--- src/fcc_pkg.sv ---
package fcc_pkg;

  // fixed field widths
  localparam int OpWidth          = 2;
  localparam int SampleIndexWidth = 10;
  localparam int SampleFieldWidth = 16;
  localparam int LagWidth         = 11;
  localparam int LenWidth         = 11;
  localparam int AccWidth         = 42;

  // stream packing
  localparam int InDataWidth  = 40;
  localparam int OutDataWidth = 56;
  localparam int InIndexLsb   = 0;
  localparam int InValueLsb   = InIndexLsb + SampleIndexWidth;
  localparam int InLagLsb     = InValueLsb + SampleFieldWidth;
  localparam int OutPadWidth  = OutDataWidth - AccWidth - LagWidth;

  // configuration port
  localparam int CfgIndexWidth = 1;
  localparam int CfgDataWidth  = LenWidth;
  localparam logic [CfgIndexWidth-1:0] CfgTemplateLength = 1'b0;
  localparam logic [CfgIndexWidth-1:0] CfgSignalLength   = 1'b1;
  localparam logic [LenWidth-1:0]      LenReset          = 11'd1024;

  // defaults for the top-level parameters
  localparam int DefaultMaxLength   = 1024;
  localparam int DefaultSampleWidth = 16;

  // command queue between front and back
  localparam int QueueDepth = 2;

  typedef enum logic [OpWidth-1:0] {
    OP_LOAD_TEMPLATE = 2'd0,
    OP_LOAD_SIGNAL   = 2'd1,
    OP_COMPUTE       = 2'd2
  } op_e;

  typedef enum logic [1:0] {
    CMD_LOAD_TEMPLATE,
    CMD_LOAD_SIGNAL,
    CMD_COMPUTE
  } cmd_kind_e;

  typedef struct packed {
    cmd_kind_e                   kind;
    logic [SampleIndexWidth-1:0] addr;
    logic [SampleFieldWidth-1:0] value;
    logic [LagWidth-1:0]         lag;
    logic                        err;
    logic                        is_last;
    logic [LenWidth-1:0]         h_start;
    logic [LenWidth-1:0]         x_start;
    logic [LenWidth-1:0]         count;
  } cmd_t;

  typedef enum logic [1:0] {
    S_IDLE,
    S_MAC,
    S_FLUSH,
    S_EMIT
  } back_state_e;

endpackage

--- src/fcc_cmd_queue.sv ---
module fcc_cmd_queue (
  input  logic          clk_i,
  input  logic          rst_ni,
  input  logic          push_valid_i,
  output logic          push_ready_o,
  input  fcc_pkg::cmd_t push_cmd_i,
  output logic          pop_valid_o,
  input  logic          pop_ready_i,
  output fcc_pkg::cmd_t pop_cmd_o
);

  localparam int Depth    = fcc_pkg::QueueDepth;
  localparam int PtrWidth = (Depth > 1) ? $clog2(Depth) : 1;

  fcc_pkg::cmd_t         entries_q [Depth];
  logic [PtrWidth-1:0]   wr_ptr_q, rd_ptr_q;
  logic [PtrWidth:0]     fill_q;
  logic                  do_push, do_pop;

  assign push_ready_o = fill_q != (PtrWidth + 1)'(Depth);
  assign pop_valid_o  = fill_q != '0;
  assign do_push      = push_valid_i && push_ready_o;
  assign do_pop       = pop_valid_o && pop_ready_i;
  assign pop_cmd_o    = entries_q[rd_ptr_q];

  always_ff @(posedge clk_i or negedge rst_ni) begin
    if (!rst_ni) begin
      wr_ptr_q <= '0;
      rd_ptr_q <= '0;
      fill_q   <= '0;
    end else begin
      if (do_push) begin
        wr_ptr_q <= (32'(wr_ptr_q) == Depth - 1) ? '0 : wr_ptr_q + PtrWidth'(1);
      end
      if (do_pop) begin
        rd_ptr_q <= (32'(rd_ptr_q) == Depth - 1) ? '0 : rd_ptr_q + PtrWidth'(1);
      end
      if (do_push && !do_pop) begin
        fill_q <= fill_q + (PtrWidth + 1)'(1);
      end else if (do_pop && !do_push) begin
        fill_q <= fill_q - (PtrWidth + 1)'(1);
      end
    end
  end

  always_ff @(posedge clk_i) begin
    if (do_push) begin
      entries_q[wr_ptr_q] <= push_cmd_i;
    end
  end

endmodule

--- config.mk ---
export PLATFORM = sky130hd
export DESIGN_NAME = fcc_cmd_queue
export DESIGN_NICKNAME = d
export VERILOG_FILES = /design/src/fcc_pkg.sv /design/src/fcc_cmd_queue.sv
export SDC_FILE = /design/constraint.sdc
export NUM_CORES = 1
export LEC_CHECK = 0
export BUFFER_PORTS_ARGS = -buffer_cell sky130_fd_sc_hd__buf_2
export CAP_MARGIN = 10
export CORE_MARGIN = 2
export CORE_UTILIZATION = 56
export DETAILED_ROUTE_END_ITERATION = 7
export PLACE_DENSITY_LB_ADDON = 0.05
export RECOVER_POWER = 25
export SYNTH_ARGS = -nofsm -noshare
export SYNTH_HDL_FRONTEND = slang
export SYNTH_SLANG_ARGS = --single-unit
--- constraint.sdc ---
create_clock -name clk_i -period 9.8 [get_ports clk_i]
set_input_delay 1.47 -clock clk_i [delete_from_list [all_inputs] [get_ports clk_i]]
set_output_delay 1.47 -clock clk_i [all_outputs]
set_load 0.05 [all_outputs]
==> metrics <==
most common cell after layout, fill and taps aside edfxtp_1; Post-CTS Hold Buffers 0; Synth cell types 15; drt initial violations 111; Adder-Cell Fraction of Synth Area 0.002181; Routability Congestion 0.7346; Period Utilization, post-route 0.4230; post-layout min period 4145 ps; Layout Nets 493; post-synth top area cell edfxtp_1; Worst-path clk slew 60 ps; setup TNS 0 ps; row cnt 36; DIE AREA 11070 µm²; main combinational cell family by area after synthesis multiplexers; I/O pin total 154; Synth Area in Simple Gates 0.005889; CTS H-tree lvls 4; CTS resizes 0; final hold viol count 0; global-route wire length before repair 14720 µm; Rel. slew slack 0.3174; Max clock buf depth 2; Avg Inst Size Synth 23.13 µm²; Crit-path slowest cell dfrtp_4; CP Capture Type primary output; cells along the critical path buf_4 > mux2_2 > buf_2; crit path launch type register; layout cells sized above 1 0.5896; layout overhead on the synthesized area 24.91%; register area share after synthesis 0.7921; TritonCTS clock tree built; DRT Wirelength 9508 µm; largest net degree at the start of global routing 75; total inserted antenna cells 0; slowest stage delay, CP around 840 ps; Via-to-Cell Ratio 4.989; Final ANT Viol Nets 0; antenna violations before repair 0; Starting Density 0.5816; FMAX between 200 and 250 MHz; Overflow after GRT 0; Critical Path RT 8330 ps; Synth Area in Compound Gates 0; total track usage 0.1813; number of fill cells 637; most frequent cells in the layout edfxtp_1, buf_2, mux2_4; number of CTS-inserted buffers 17; vias in the first global route 2958; mux cell area share after synthesis 0.1780; status finished, final reports clean; Net Count, Synth 327; Peak VDD IR 0.0002187 V; critical path type register to primary output; Synth Register Bits 152; root buf cell clkbuf_8; total iterations of the first detailed-routing run 4; Vias approximately 2800; Synth Area in XOR/XNOR 0.007634; PD cells ~370 nW/µm²; clock latency on the worst-skew pair 520 ps; Leakage Power around 0.0028 µW; clk sinks 152; Arr. time, crit path 2680 ps; DRC Markers 0; Post-Syn Instances 248; Die Span Y 105.2 µm; CORE AREA 9864 µm²; Final Setup Violations 0; Synth Cell Area 5737 µm²; RSZ-0062 raised after global routing false; Hold WC Path Type register to register; max-cap viol count 0; Tightest Pin Transition 1024 ps; Yosys top cell area share 0.7747; Final Skew around 5.1 ps; Worst Path Max Fanout 40; Final Max Tran Viols 0; drt wl/cell 17.07 µm; synth top area cells edfxtp_1, mux2_4, mux2_2; Finished Layout Cells 557; yosys warns 0; Post-CTS Repair Setup Buffers 0; Die Wd approximately 110 µm; Post-Place Cells 528; number of port buffers 153
## layer usage
layer / vias up / track usage / wire length (µm)
li1: 1312 / - / -
met1: 1344 / 0.2013 / 3713
met2: 107 / 0.3078 / 4911
met3: 16 / 0.07607 / 711
met4: 0 / 0.07429 / 172
met5: - / 0 / 0
## final timing paths
check / start / to / cells after the start / slack [ps]
hold reg to reg: fill_q[1]$_DFFE_PN0P_ / fill_q[1]$_DFFE_PN0P_ / 1 / 510
max in group asynchronous: rst_ni / rd_ptr_q$_DFFE_PN0P_ / 1 / 8800
setup reg to reg: fill_q[0]$_DFFE_PN0P_ / entries_q[0][34]$_DFFE_PP_ / 4 / 7350
min in group asynchronous: rst_ni / wr_ptr_q$_DFFE_PN0P_ / 1 / 780
hold / removal: fill_q[1]$_DFFE_PN0P_ / fill_q[1]$_DFFE_PN0P_ / 1 / 510
setup / recovery: rd_ptr_q$_DFFE_PN0P_ / pop_cmd_o[64] / 3 / 5650
## logic make-up after synthesis
family,Yosys count
buffers and inverters,9
xor gates and xnor gates,5
adders and majority gates,1
DFF,152
and+or+nand+nor,7
muxes,74
## layout make-up
type,instances,area [µm²],share of cell area
clock inverter,10,131.4,0.01833
sequential,152,4548,0.6347
multi-input combinational,87,1124,0.1568
timing repair buffer,155,770.7,0.1076
clock buffer,19,421.7,0.05884
inverter,1,3.754,0.0005238
tap,133,166.4,0.02322
## critical path: cells and delay by family, from the launching register on
kind / cells / cell delay (ps)
mux: 1 / 410
buf+inv: 2 / 850
flops: 1 / 840
## cell usage after synthesis, drive strengths merged
cell	instances
xnor2	3
inv	1
buf	8
mux2	74
xor2	2
edfxtp	148
or2	1
nand2	2
nand2b	1
dfrtp	4
nor2	2
and3	1
ha	1
## registers in the layout, summed over array words and instances, names as in the netlist
register and count:
wr_ptr_q 1, rd_ptr_q 1, fill_q 2, entries_q 148
## power by group
group	internal (µW)	leakage (µW)	total (µW)	switching, µW
sequential	893	0.00142	970	76.8
combinational	326	0.00114	1060	730
clock	380	0.000264	608	227
## metrics by stage
step	util	hold slack [ps]	worst slack (ps)	total power, µW	instance area (µm²)
3_5_place_dp	0.6714	493.8	6158	2051	6623
3_3_place_gp	0.6714	479.2	6176	2037	6623
2_1_floorplan	-	455.9	4620	1868	5737
5_1_grt	0.7264	540.6	5511	2737	7166
6_report	0.7264	507.7	5655	2634	7166
4_1_cts	0.7274	509.4	5594	2661	7176
Power figures use the tool's default switching activity.
