## config.mk

```make
export PLATFORM = sky130hd
export DESIGN_NAME = fcc_front
export DESIGN_NICKNAME = d
export VERILOG_FILES = /design/src/fcc_pkg.sv /design/src/fcc_front.sv
export SDC_FILE = /design/constraint.sdc
export NUM_CORES = 1
export LEC_CHECK = 0
export BUFFER_PORTS_ARGS = -buffer_cell sky130_fd_sc_hd__buf_2
export CAP_MARGIN = 40
export CORE_MARGIN = 2
export CORE_UTILIZATION = 43
export CTS_BUF_LIST = sky130_fd_sc_hd__clkbuf_16
export DETAILED_ROUTE_END_ITERATION = 8
export PLACE_DENSITY_LB_ADDON = 0.1
export SETUP_SLACK_MARGIN = 0.2
export SLEW_MARGIN = 20
export SYNTH_ARGS = -nofsm -noshare
export SYNTH_HDL_FRONTEND = slang
export SYNTH_SLANG_ARGS = --single-unit
```

## constraint.sdc

```tcl
create_clock -name clk_i -period 25.5 [get_ports clk_i]
set_input_delay 7.65 -clock clk_i [delete_from_list [all_inputs] [get_ports clk_i]]
set_output_delay 7.65 -clock clk_i [all_outputs]
set_load 0.02 [all_outputs]
```

## src/fcc_pkg.sv

```systemverilog
package fcc_pkg;

  // fixed field widths
  localparam int OpWidth          = 2;
  localparam int SampleIndexWidth = 10;
  localparam int SampleFieldWidth = 16;
  localparam int LagWidth         = 11;
  localparam int LenWidth         = 11;
  localparam int AccWidth         = 42;

  // stream packing
  localparam int InDataWidth  = 40;
  localparam int OutDataWidth = 56;
  localparam int InIndexLsb   = 0;
  localparam int InValueLsb   = InIndexLsb + SampleIndexWidth;
  localparam int InLagLsb     = InValueLsb + SampleFieldWidth;
  localparam int OutPadWidth  = OutDataWidth - AccWidth - LagWidth;

  // configuration port
  localparam int CfgIndexWidth = 1;
  localparam int CfgDataWidth  = LenWidth;
  localparam logic [CfgIndexWidth-1:0] CfgTemplateLength = 1'b0;
  localparam logic [CfgIndexWidth-1:0] CfgSignalLength   = 1'b1;
  localparam logic [LenWidth-1:0]      LenReset          = 11'd1024;

  // defaults for the top-level parameters
  localparam int DefaultMaxLength   = 1024;
  localparam int DefaultSampleWidth = 16;

  // command queue between front and back
  localparam int QueueDepth = 2;

  typedef enum logic [OpWidth-1:0] {
    OP_LOAD_TEMPLATE = 2'd0,
    OP_LOAD_SIGNAL   = 2'd1,
    OP_COMPUTE       = 2'd2
  } op_e;

  typedef enum logic [1:0] {
    CMD_LOAD_TEMPLATE,
    CMD_LOAD_SIGNAL,
    CMD_COMPUTE
  } cmd_kind_e;

  typedef struct packed {
    cmd_kind_e                   kind;
    logic [SampleIndexWidth-1:0] addr;
    logic [SampleFieldWidth-1:0] value;
    logic [LagWidth-1:0]         lag;
    logic                        err;
    logic                        is_last;
    logic [LenWidth-1:0]         h_start;
    logic [LenWidth-1:0]         x_start;
    logic [LenWidth-1:0]         count;
  } cmd_t;

  typedef enum logic [1:0] {
    S_IDLE,
    S_MAC,
    S_FLUSH,
    S_EMIT
  } back_state_e;

endpackage

```

## src/fcc_front.sv

```systemverilog
module fcc_front #(
  parameter int MaxLength = fcc_pkg::DefaultMaxLength
) (
  input  logic                                  clk_i,
  input  logic                                  rst_ni,
  input  logic                                  in_valid_i,
  output logic                                  in_ready_o,
  input  logic [fcc_pkg::OpWidth-1:0]           in_op_i,
  input  logic [fcc_pkg::SampleIndexWidth-1:0]  in_index_i,
  input  logic [fcc_pkg::SampleFieldWidth-1:0]  in_value_i,
  input  logic [fcc_pkg::LagWidth-1:0]          in_lag_i,
  input  logic                                  cfg_valid_i,
  output logic                                  cfg_ready_o,
  input  logic [fcc_pkg::CfgIndexWidth-1:0]     cfg_index_i,
  input  logic [fcc_pkg::CfgDataWidth-1:0]      cfg_data_i,
  output logic                                  push_valid_o,
  input  logic                                  push_ready_i,
  output fcc_pkg::cmd_t                         push_cmd_o
);

  localparam int WideWidth = fcc_pkg::LenWidth + 1;

  logic [fcc_pkg::LenWidth-1:0] tmpl_len_q, sig_len_q;
  logic [fcc_pkg::LenWidth-1:0] lh, lx;
  logic [WideWidth-1:0]         lh_w, lx_w, lag_w, lag1, last, lh_m1;
  logic [WideWidth-1:0]         xs, xe, hs;
  logic                         accept;

  assign cfg_ready_o = 1'b1;

  always_ff @(posedge clk_i or negedge rst_ni) begin
    if (!rst_ni) begin
      tmpl_len_q <= fcc_pkg::LenReset;
      sig_len_q  <= fcc_pkg::LenReset;
    end else if (cfg_valid_i) begin
      unique case (cfg_index_i)
        fcc_pkg::CfgTemplateLength: tmpl_len_q <= cfg_data_i;
        fcc_pkg::CfgSignalLength:   sig_len_q  <= cfg_data_i;
      endcase
    end
  end

  // zero reads as one, anything past the store depth as the depth
  always_comb begin
    lh = tmpl_len_q;
    if (tmpl_len_q == '0) begin
      lh = fcc_pkg::LenWidth'(1);
    end else if (32'(tmpl_len_q) > MaxLength) begin
      lh = fcc_pkg::LenWidth'(MaxLength);
    end
    lx = sig_len_q;
    if (sig_len_q == '0) begin
      lx = fcc_pkg::LenWidth'(1);
    end else if (32'(sig_len_q) > MaxLength) begin
      lx = fcc_pkg::LenWidth'(MaxLength);
    end
  end

  // overlap window of the requested lag
  always_comb begin
    lh_w  = WideWidth'(lh);
    lx_w  = WideWidth'(lx);
    lag_w = WideWidth'(in_lag_i);
    lag1  = lag_w + WideWidth'(1);
    last  = lh_w + lx_w - WideWidth'(2);
    lh_m1 = lh_w - WideWidth'(1);
    xs    = (lag1 > lh_w) ? lag1 - lh_w : '0;
    xe    = (lag1 < lx_w) ? lag1 : lx_w;
    hs    = (lh_m1 > lag_w) ? lh_m1 - lag_w : '0;
  end

  assign in_ready_o = push_ready_i;
  assign accept     = in_valid_i && in_ready_o;

  always_comb begin
    push_cmd_o.kind    = fcc_pkg::CMD_COMPUTE;
    push_cmd_o.addr    = in_index_i;
    push_cmd_o.value   = in_value_i;
    push_cmd_o.lag     = in_lag_i;
    push_cmd_o.err     = lag_w > last;
    push_cmd_o.is_last = lag_w == last;
    push_cmd_o.h_start = fcc_pkg::LenWidth'(hs);
    push_cmd_o.x_start = fcc_pkg::LenWidth'(xs);
    push_cmd_o.count   = fcc_pkg::LenWidth'(xe - xs);
    push_valid_o       = 1'b0;
    unique case (fcc_pkg::op_e'(in_op_i)) inside
      fcc_pkg::OP_LOAD_TEMPLATE, fcc_pkg::OP_LOAD_SIGNAL: begin
        push_cmd_o.kind = (fcc_pkg::op_e'(in_op_i) == fcc_pkg::OP_LOAD_TEMPLATE) ?
                          fcc_pkg::CMD_LOAD_TEMPLATE : fcc_pkg::CMD_LOAD_SIGNAL;
        // positions past the store are dropped here
        push_valid_o    = accept && (32'(in_index_i) < MaxLength);
      end
      fcc_pkg::OP_COMPUTE: begin
        push_valid_o = accept;
      end
      default: begin
        push_valid_o = 1'b0;
      end
    endcase
  end

endmodule

```

==> results.json, run 1 <==
{
  "post-place-ws_ns": 5.52,
  "grt_pass1_vias": 3806,
  "antenna_found_initial": 0,
  "async_reset_ff_frac": 1.00,
  "path_clk_slew_ns": 0.05,
  "leakagePower_uw": 0.00234,
  "vdd_drop_max_mv": 0.0546,
  "synth_cells": 564,
  "yosysSeqAreaShare": 0.126,
  "min_period_over_period": 0.784,
  "r2r_start": "tmpl_len_q[10]$_DFFE_PN1P_",
  "pwr-share-comb": 0.818,
  "crit_required_ns": 17.85,
  "worstSetupStartpointType": "primary input",
  "pin_count": 133,
  "fin_crit_ns": 19.99,
  "wl_per_cell_um": 15.3,
  "finalClockSkew_ns": 0,
  "net-switching-power_uw": 224,
  "setup_viol": 0,
  "design_area_um2": 4720,
  "die_h_um": 105,
  "fmax_ghz": 0.0500,
  "wirelength_um": 11200,
  "setup-tns-final_ns": 0,
  "dieArea_um2": 11000,
  "dpl.hpwl_um": 9820,
  "root_buffer": "clkbuf_16",
  "sw_frac_of_total": 0.518,
  "cts_buffers": 3,
  "antenna_cells": 0,
  "slowest_stage": "ha_1",
  "core_um2": 9820,
  "multi_input_area_um2": 3320,
  "p_per_area_nw_per_um2": 91.8,
  "seqPwrFrac": 0.108,
  "synth_seq_cells": 22,
  "cp_top_family": "compound AO/OA/AOI/OAI gates",
  "synth_nets": 699,
  "die_x_um": 105,
  "fin_nets": 738,
  "critPathCaptureType": "output port",
  "worstMarginPinSlew_ns": 0.560,
  "worstSetupPathType": "in2out",
  "seqCellArea_um2": 553,
  "outcome": "completed",
  "synthToLayoutAreaGrowth_pct": 7.56,
  "slew_viol_final": 0,
  "yosysWarnings": 0,
  "track_usage": 0.202,
  "grt_max_degree": 23,
  "synth_area_leader_cell": "ha_1",
  "maxSlewHeadroom": 0.626,
  "grt_pass1_wl_um": 18300,
  "arrival_ns": 12.34,
  "timing.critical_path.buf_inv": 3,
  "hp-class": "reg2reg",
  "p_total_uw": 433,
  "gp_congestion": 0.922,
  "synth.distinct_cells": 56,
  "postCtsSetupBuffers": 0,
  "port_buffers": 79,
  "dpl_cell_area_um2": 4640,
  "holdWs_ns": 0.528,
  "synth-edff-count": 0,
  "start_util": 0.447,
  "drv_cap": 0,
  "ctsHtreeMaxLevel": 1,
  "cts_sinks": 22,
  "hold_viol_final": 0,
  "drc": 0,
  "synth_area_um2": 4390,
  "cts_hold_buf": 0,
  "cts_tree": "yes",
  "viasPerCell": 5.42,
  "holdCritStartpoint": "sig_len_q[1]$_DFFE_PN0P_",
  "grt_overflow": 0,
  "rows": 36,
  "crit_chain": "buf_2 -> ha_1 -> nand3_1 -> nor3_1 -> xnor2_1 -> ha_1 -> nand3_1 -> o211a_1 -> o31ai_1 -> a21o_1 -> a21oi_1 -> o21ai_1 -> buf_4 -> nor2b_1 -> ha_1 -> fa_1 -> nor2b_4 -> o31a_1 -> o21a_1 -> o21a_1 -> o21a_1 -> o41ai_4 -> xnor3_1 -> buf_2",
  "fill_cells": 1018,
  "num_vias": 3981,
  "intPower_uw": 209,
  "drive_gt1_frac": 0.193,
  "rsz0062_at_grt": "false",
  "ctsResizeCount": 0,
  "worst-path-max-fanout": 19,
  "setup_ws_ns": 5.51,
  "clk_latency_ns": 0.25,
  "synth_area_leaders": "ha_1, dfrtp_1, buf_4, mux2_2, nand2_1",
  "first_iter_violations": 143,
  "crit_start": "in_lag_i[1]",
  "netlist.area_leader.share": 0.214,
  "syn_area_per_cell_um2": 7.78,
  "yosys_most_used_dff": "dfrtp_1",
  "max_stage_delay_ns": 0.39,
  "clk_path_buf_depth": 2,
  "clockPowerShare": 0.074,
  "ant_nets": 0,
  "dr.pass1.iters": 5
}
-- cells by family (layout without fill, tap and decap cells) --
family | count (synthesis) | count (layout) | synth area share
mux | 26 | 26 | 0.0653
fa+ha+maj | 79 | 79 | 0.232
xor+xnor | 39 | 39 | 0.0810
buf+inv | 98 | 136 | 0.118
simple gates | 191 | 191 | 0.214
compound gates | 108 | 108 | 0.163
other cells | 1 | 1 | 0.000855
flops | 22 | 22 | 0.126
-- cells in the mapped netlist (3+ instances only) --
library cell   n
nor3_1        15
nand3_1       16
clkbuf_1       7
nand2b_1       6
xnor2_1       23
inv_1         51
mux2i_1        5
o21ai_0       33
o211a_1        3
nor2b_1       16
a21o_1         9
a21boi_0       3
mux2_2        21
buf_4         39
nand4_1        7
nor4_1         5
and3_1         3
o21a_1         8
o31ai_1        3
nand2_1       58
xor2_1        15
a211oi_1       4
a21oi_1       28
nor3b_1        3
nor2_1        41
dfrtp_1       20
ha_1          75
fa_1           4
and2_1         9
-- state kept, by name, summed over array words and instances, names as in the netlist --
register and cells:
sig_len_q 11, tmpl_len_q 11
-- power groups by stage --
stage,logic [uW],registers [uW],clock network [uW]
final,354,46.8,32.1
after global routing,397,47.8,34.5
after CTS,356,46.9,32.7
after detailed placement,354,47.5,0
after global placement,350,47.2,0
after floorplan,277,44.9,0
-- final cells by class --
| cell class | instances | share of cell area |
|---|---|---|
| multi-input combinational | 444 | 0.703 |
| tap | 133 | 0.0353 |
| inverter | 51 | 0.0406 |
| timing repair buffer | 81 | 0.0870 |
| clock inverter | 1 | 0.000796 |
| clock buffer | 3 | 0.0159 |
| sequential | 22 | 0.117 |
-- final timing paths --
check / to / slack (ns) / depth (start not counted)
worst max-delay path: push_cmd_o[10] / 5.51 / 24
worst min-delay path: sig_len_q[1]$_DFFE_PN0P_ / 0.53 / 1
worst max register to register: tmpl_len_q[10]$_DFFE_PN1P_ / 24.32 / 2
worst min register to register: sig_len_q[1]$_DFFE_PN0P_ / 0.53 / 1
max in group asynchronous: sig_len_q[10]$_DFFE_PN1P_ / 17.79 / 1
min in group asynchronous: sig_len_q[0]$_DFFE_PN0P_ / 7.36 / 1
-- per-layer routing --
metal / global-route usage / wire length [um] / vias to the layer above
met5: 0 / 0 / -
met1: 0.267 / 5310 / 1834
met4: 0.0533 / 204 / 0
met2: 0.352 / 5270 / 117
li1: - / - / 2010
met3: 0.0181 / 432 / 20
-- through the flow --
| step | utilization | std cells |
|---|---|---|
| after global placement | 0.472 | 730 |
| after CTS | 0.480 | 735 |
| after floorplan | - | 564 |
| after detailed placement | 0.472 | 731 |
| after global routing | 0.480 | 735 |
| final | 0.480 | 735 |
-- cells in the final DEF, fill, tap and decap left out, types with 4 or more instances in the layout --
master     n
buf_2     79
ha_1      75
nand2_1   58
inv_1     52
nor2_1    41
o21ai_0   33
a21oi_1   28
xnor2_1   23
mux2_2    21
dfrtp_1   20
nand3_1   16
nor2b_1   16
nor3_1    15
xor2_1    15
a21o_1     9
and2_1     9
o21a_1     8
nand4_1    7
nand2b_1   6
nor4_1     5
mux2i_1    5
a211oi_1   4
fa_1       4
No activity file was read; power rests on OpenSTA's default activity.
==> inputs of run 2 (changes only) <==
- clock period: 25.5 -> 16.3 ns (I/O delays scaled with it)
==> run 2 against run 1 <==
  * Sequential power is 57% higher
  * Sequential cell count is the same
  * First-iteration DRC count rose by 4.2%
  * Clock-buffer cell count stayed put
  * Setup slack got worse by 3.8 ns
  * Register-to-register slack got worse by 9.2 ns
  * Critical path type unchanged
  * Final area up 0.56%
  * Clock power up 110%
==> results.json, run 2 (synthesis gave the netlist of run 1 again) <==
{
  "fmax_ghz": 0.0687,
  "min_period_over_period": 0.893,
  "reg2reg_slack_ns": 15.16,
  "port_buffers": 79,
  "path_clk_slew_ns": 0.05,
  "first_iter_violations": 149,
  "worstMarginPinSlew_ns": 0.597,
  "ant_nets": 0,
  "antenna_found_initial": 0,
  "fin_cells": 735,
  "ctsHtreeMaxLevel": 1,
  "grt_max_degree": 23,
  "hp-class": "reg2reg",
  "largestRegisters": "sig_len_q: 11 flops, tmpl_len_q: 11 flops",
  "die_h_um": 105,
  "net-switching-power_uw": 350,
  "arrival_ns": 9.66,
  "p_total_uw": 693,
  "vdd_drop_max_mv": 0.0988,
  "cts_hold_buf": 0,
  "pwr-share-comb": 0.798,
  "sw_frac_of_total": 0.506,
  "drv_cap": 0,
  "dpl.hpwl_um": 9690,
  "final_common_cell": "buf_2",
  "clockPowerShare": 0.096,
  "hold_end": "sig_len_q[5]$_DFFE_PN0P_",
  "start_util": 0.447,
  "dieArea_um2": 11000,
  "die_x_um": 105,
  "num_vias": 3921,
  "postCtsSetupBuffers": 0,
  "hold_viol_final": 0,
  "wirelength_um": 11200,
  "cts_sinks": 22,
  "synthToLayoutAreaGrowth_pct": 8.16,
  "p_per_area_nw_per_um2": 146,
  "grt_pass1_vias": 3630,
  "clk_latency_ns": 0.25,
  "grt_overflow": 0,
  "viasPerCell": 5.33,
  "hold_depth": 1,
  "dr.pass1.iters": 4,
  "fin_crit_ns": 14.55,
  "cts_buffers": 3,
  "drc": 0,
  "critPathCaptureType": "output port",
  "worstSetupPathType": "in2out",
  "maxSlewHeadroom": 0.601,
  "drive_gt1_frac": 0.194,
  "cts_tree": "yes",
  "slew_viol_final": 0,
  "grt_pass1_wl_um": 18000,
  "rows": 36,
  "seqPwrFrac": 0.106,
  "wl_per_cell_um": 15.2,
  "final_cell_mix": "buf_2, ha_1, nand2_1",
  "finalClockSkew_ns": 0,
  "leakagePower_uw": 0.00235,
  "gp_congestion": 0.902,
  "track_usage": 0.199,
  "clk_path_buf_depth": 2,
  "place_inst": 731,
  "r2r_start": "tmpl_len_q[10]$_DFFE_PN1P_",
  "r2r_cells": 2,
  "core_um2": 9820,
  "holdWs_ns": 0.533,
  "outcome": "completed",
  "rsz0062_at_grt": "false",
  "antenna_cells": 0,
  "crit_required_ns": 11.41,
  "holdCritStartpoint": "sig_len_q[5]$_DFFE_PN0P_",
  "setup_viol": 0,
  "fin_nets": 738,
  "intPower_uw": 343,
  "reg2reg_to": "tmpl_len_q[10]$_DFFE_PN1P_",
  "root_buffer": "clkbuf_16",
  "setup-tns-final_ns": 0,
  "worst-path-max-fanout": 19,
  "pin_count": 133,
  "worstSetupStartpointType": "primary input",
  "ctsResizeCount": 0
}
==> run 2: cell count changes in the layout (fill, tap and decap cells not counted) <==
cell,change
inv_1,-1
bufinv_16,+1
==> run 2: area by class of cell <==
type	count	area [um^2]
fillers	1023	5080
clock inverters	1	30.0
clock buffers	3	75.1
well taps	133	166
repair buffers	81	410
flip-flops and latches	22	553
multi-input cells	444	3320
inverters	51	191
==> run 2: metal layers <==
metal  vias to the layer above  share of wire  routed length [um]  global-route usage
met3                        16          0.057                 636              0.0168
li1                       2005              -                   -                   -
met4                         0          0.017                 194              0.0581
met2                       100           0.46                5150               0.335
met1                      1800           0.46                5180               0.269
met5                         -              0                   0                   0
==> run 2: power groups by stage <==
stage	Sequential, uW	Combinational [uW]	Clock [uW]
floorplan	70.2	434	0
global placement	73.9	547	0
detailed placement	74.3	553	0
CTS	73.3	556	68.2
global route	74.7	622	70.7
finish	73.3	553	66.6
==> run 2: critical path: stages <==
cell     delay [ns]
buf_2          0.15
nand3_1        0.15
nor2_1         0.24
nand4_1        0.16
xnor2_1        0.36
ha_1           0.30
nand3_1        0.15
o211a_1        0.25
o31ai_1        0.07
a21o_1         0.19
a21oi_1        0.08
o21ai_1        0.13
buf_4          0.21
nor2b_1        0.21
ha_1           0.22
fa_1           0.26
nor2b_4        0.05
o31a_1         0.25
o21a_1         0.18
o21a_1         0.18
o21a_1         0.21
o41ai_4        0.23
xnor3_1        0.35
buf_2          0.16
==> run 2: how the worst max path moves through the flow <==
stage                     slack (ns)              to  depth (start not counted)   startpoint
final                           1.75  push_cmd_o[10]                         24  in_lag_i[2]
after global routing            1.40  push_cmd_o[10]                         24  in_lag_i[1]
after CTS                       1.74  push_cmd_o[10]                         24  in_lag_i[1]
after detailed placement        1.77  push_cmd_o[10]                         24  in_lag_i[1]
after global placement          1.98  push_cmd_o[10]                         24  in_lag_i[2]
after floorplan                 2.22  push_cmd_o[10]                         21  in_lag_i[1]
==> run 2: per-stage QoR <==
step                setup WS (ns)  instance area, um^2   util
CTS                          1.74                 4740  0.483
finish                       1.75                 4740  0.483
floorplan                    2.22                 4390      -
detailed placement           1.77                 4640  0.472
global placement             1.98                 4630  0.472
global route                 1.40                 4740  0.483
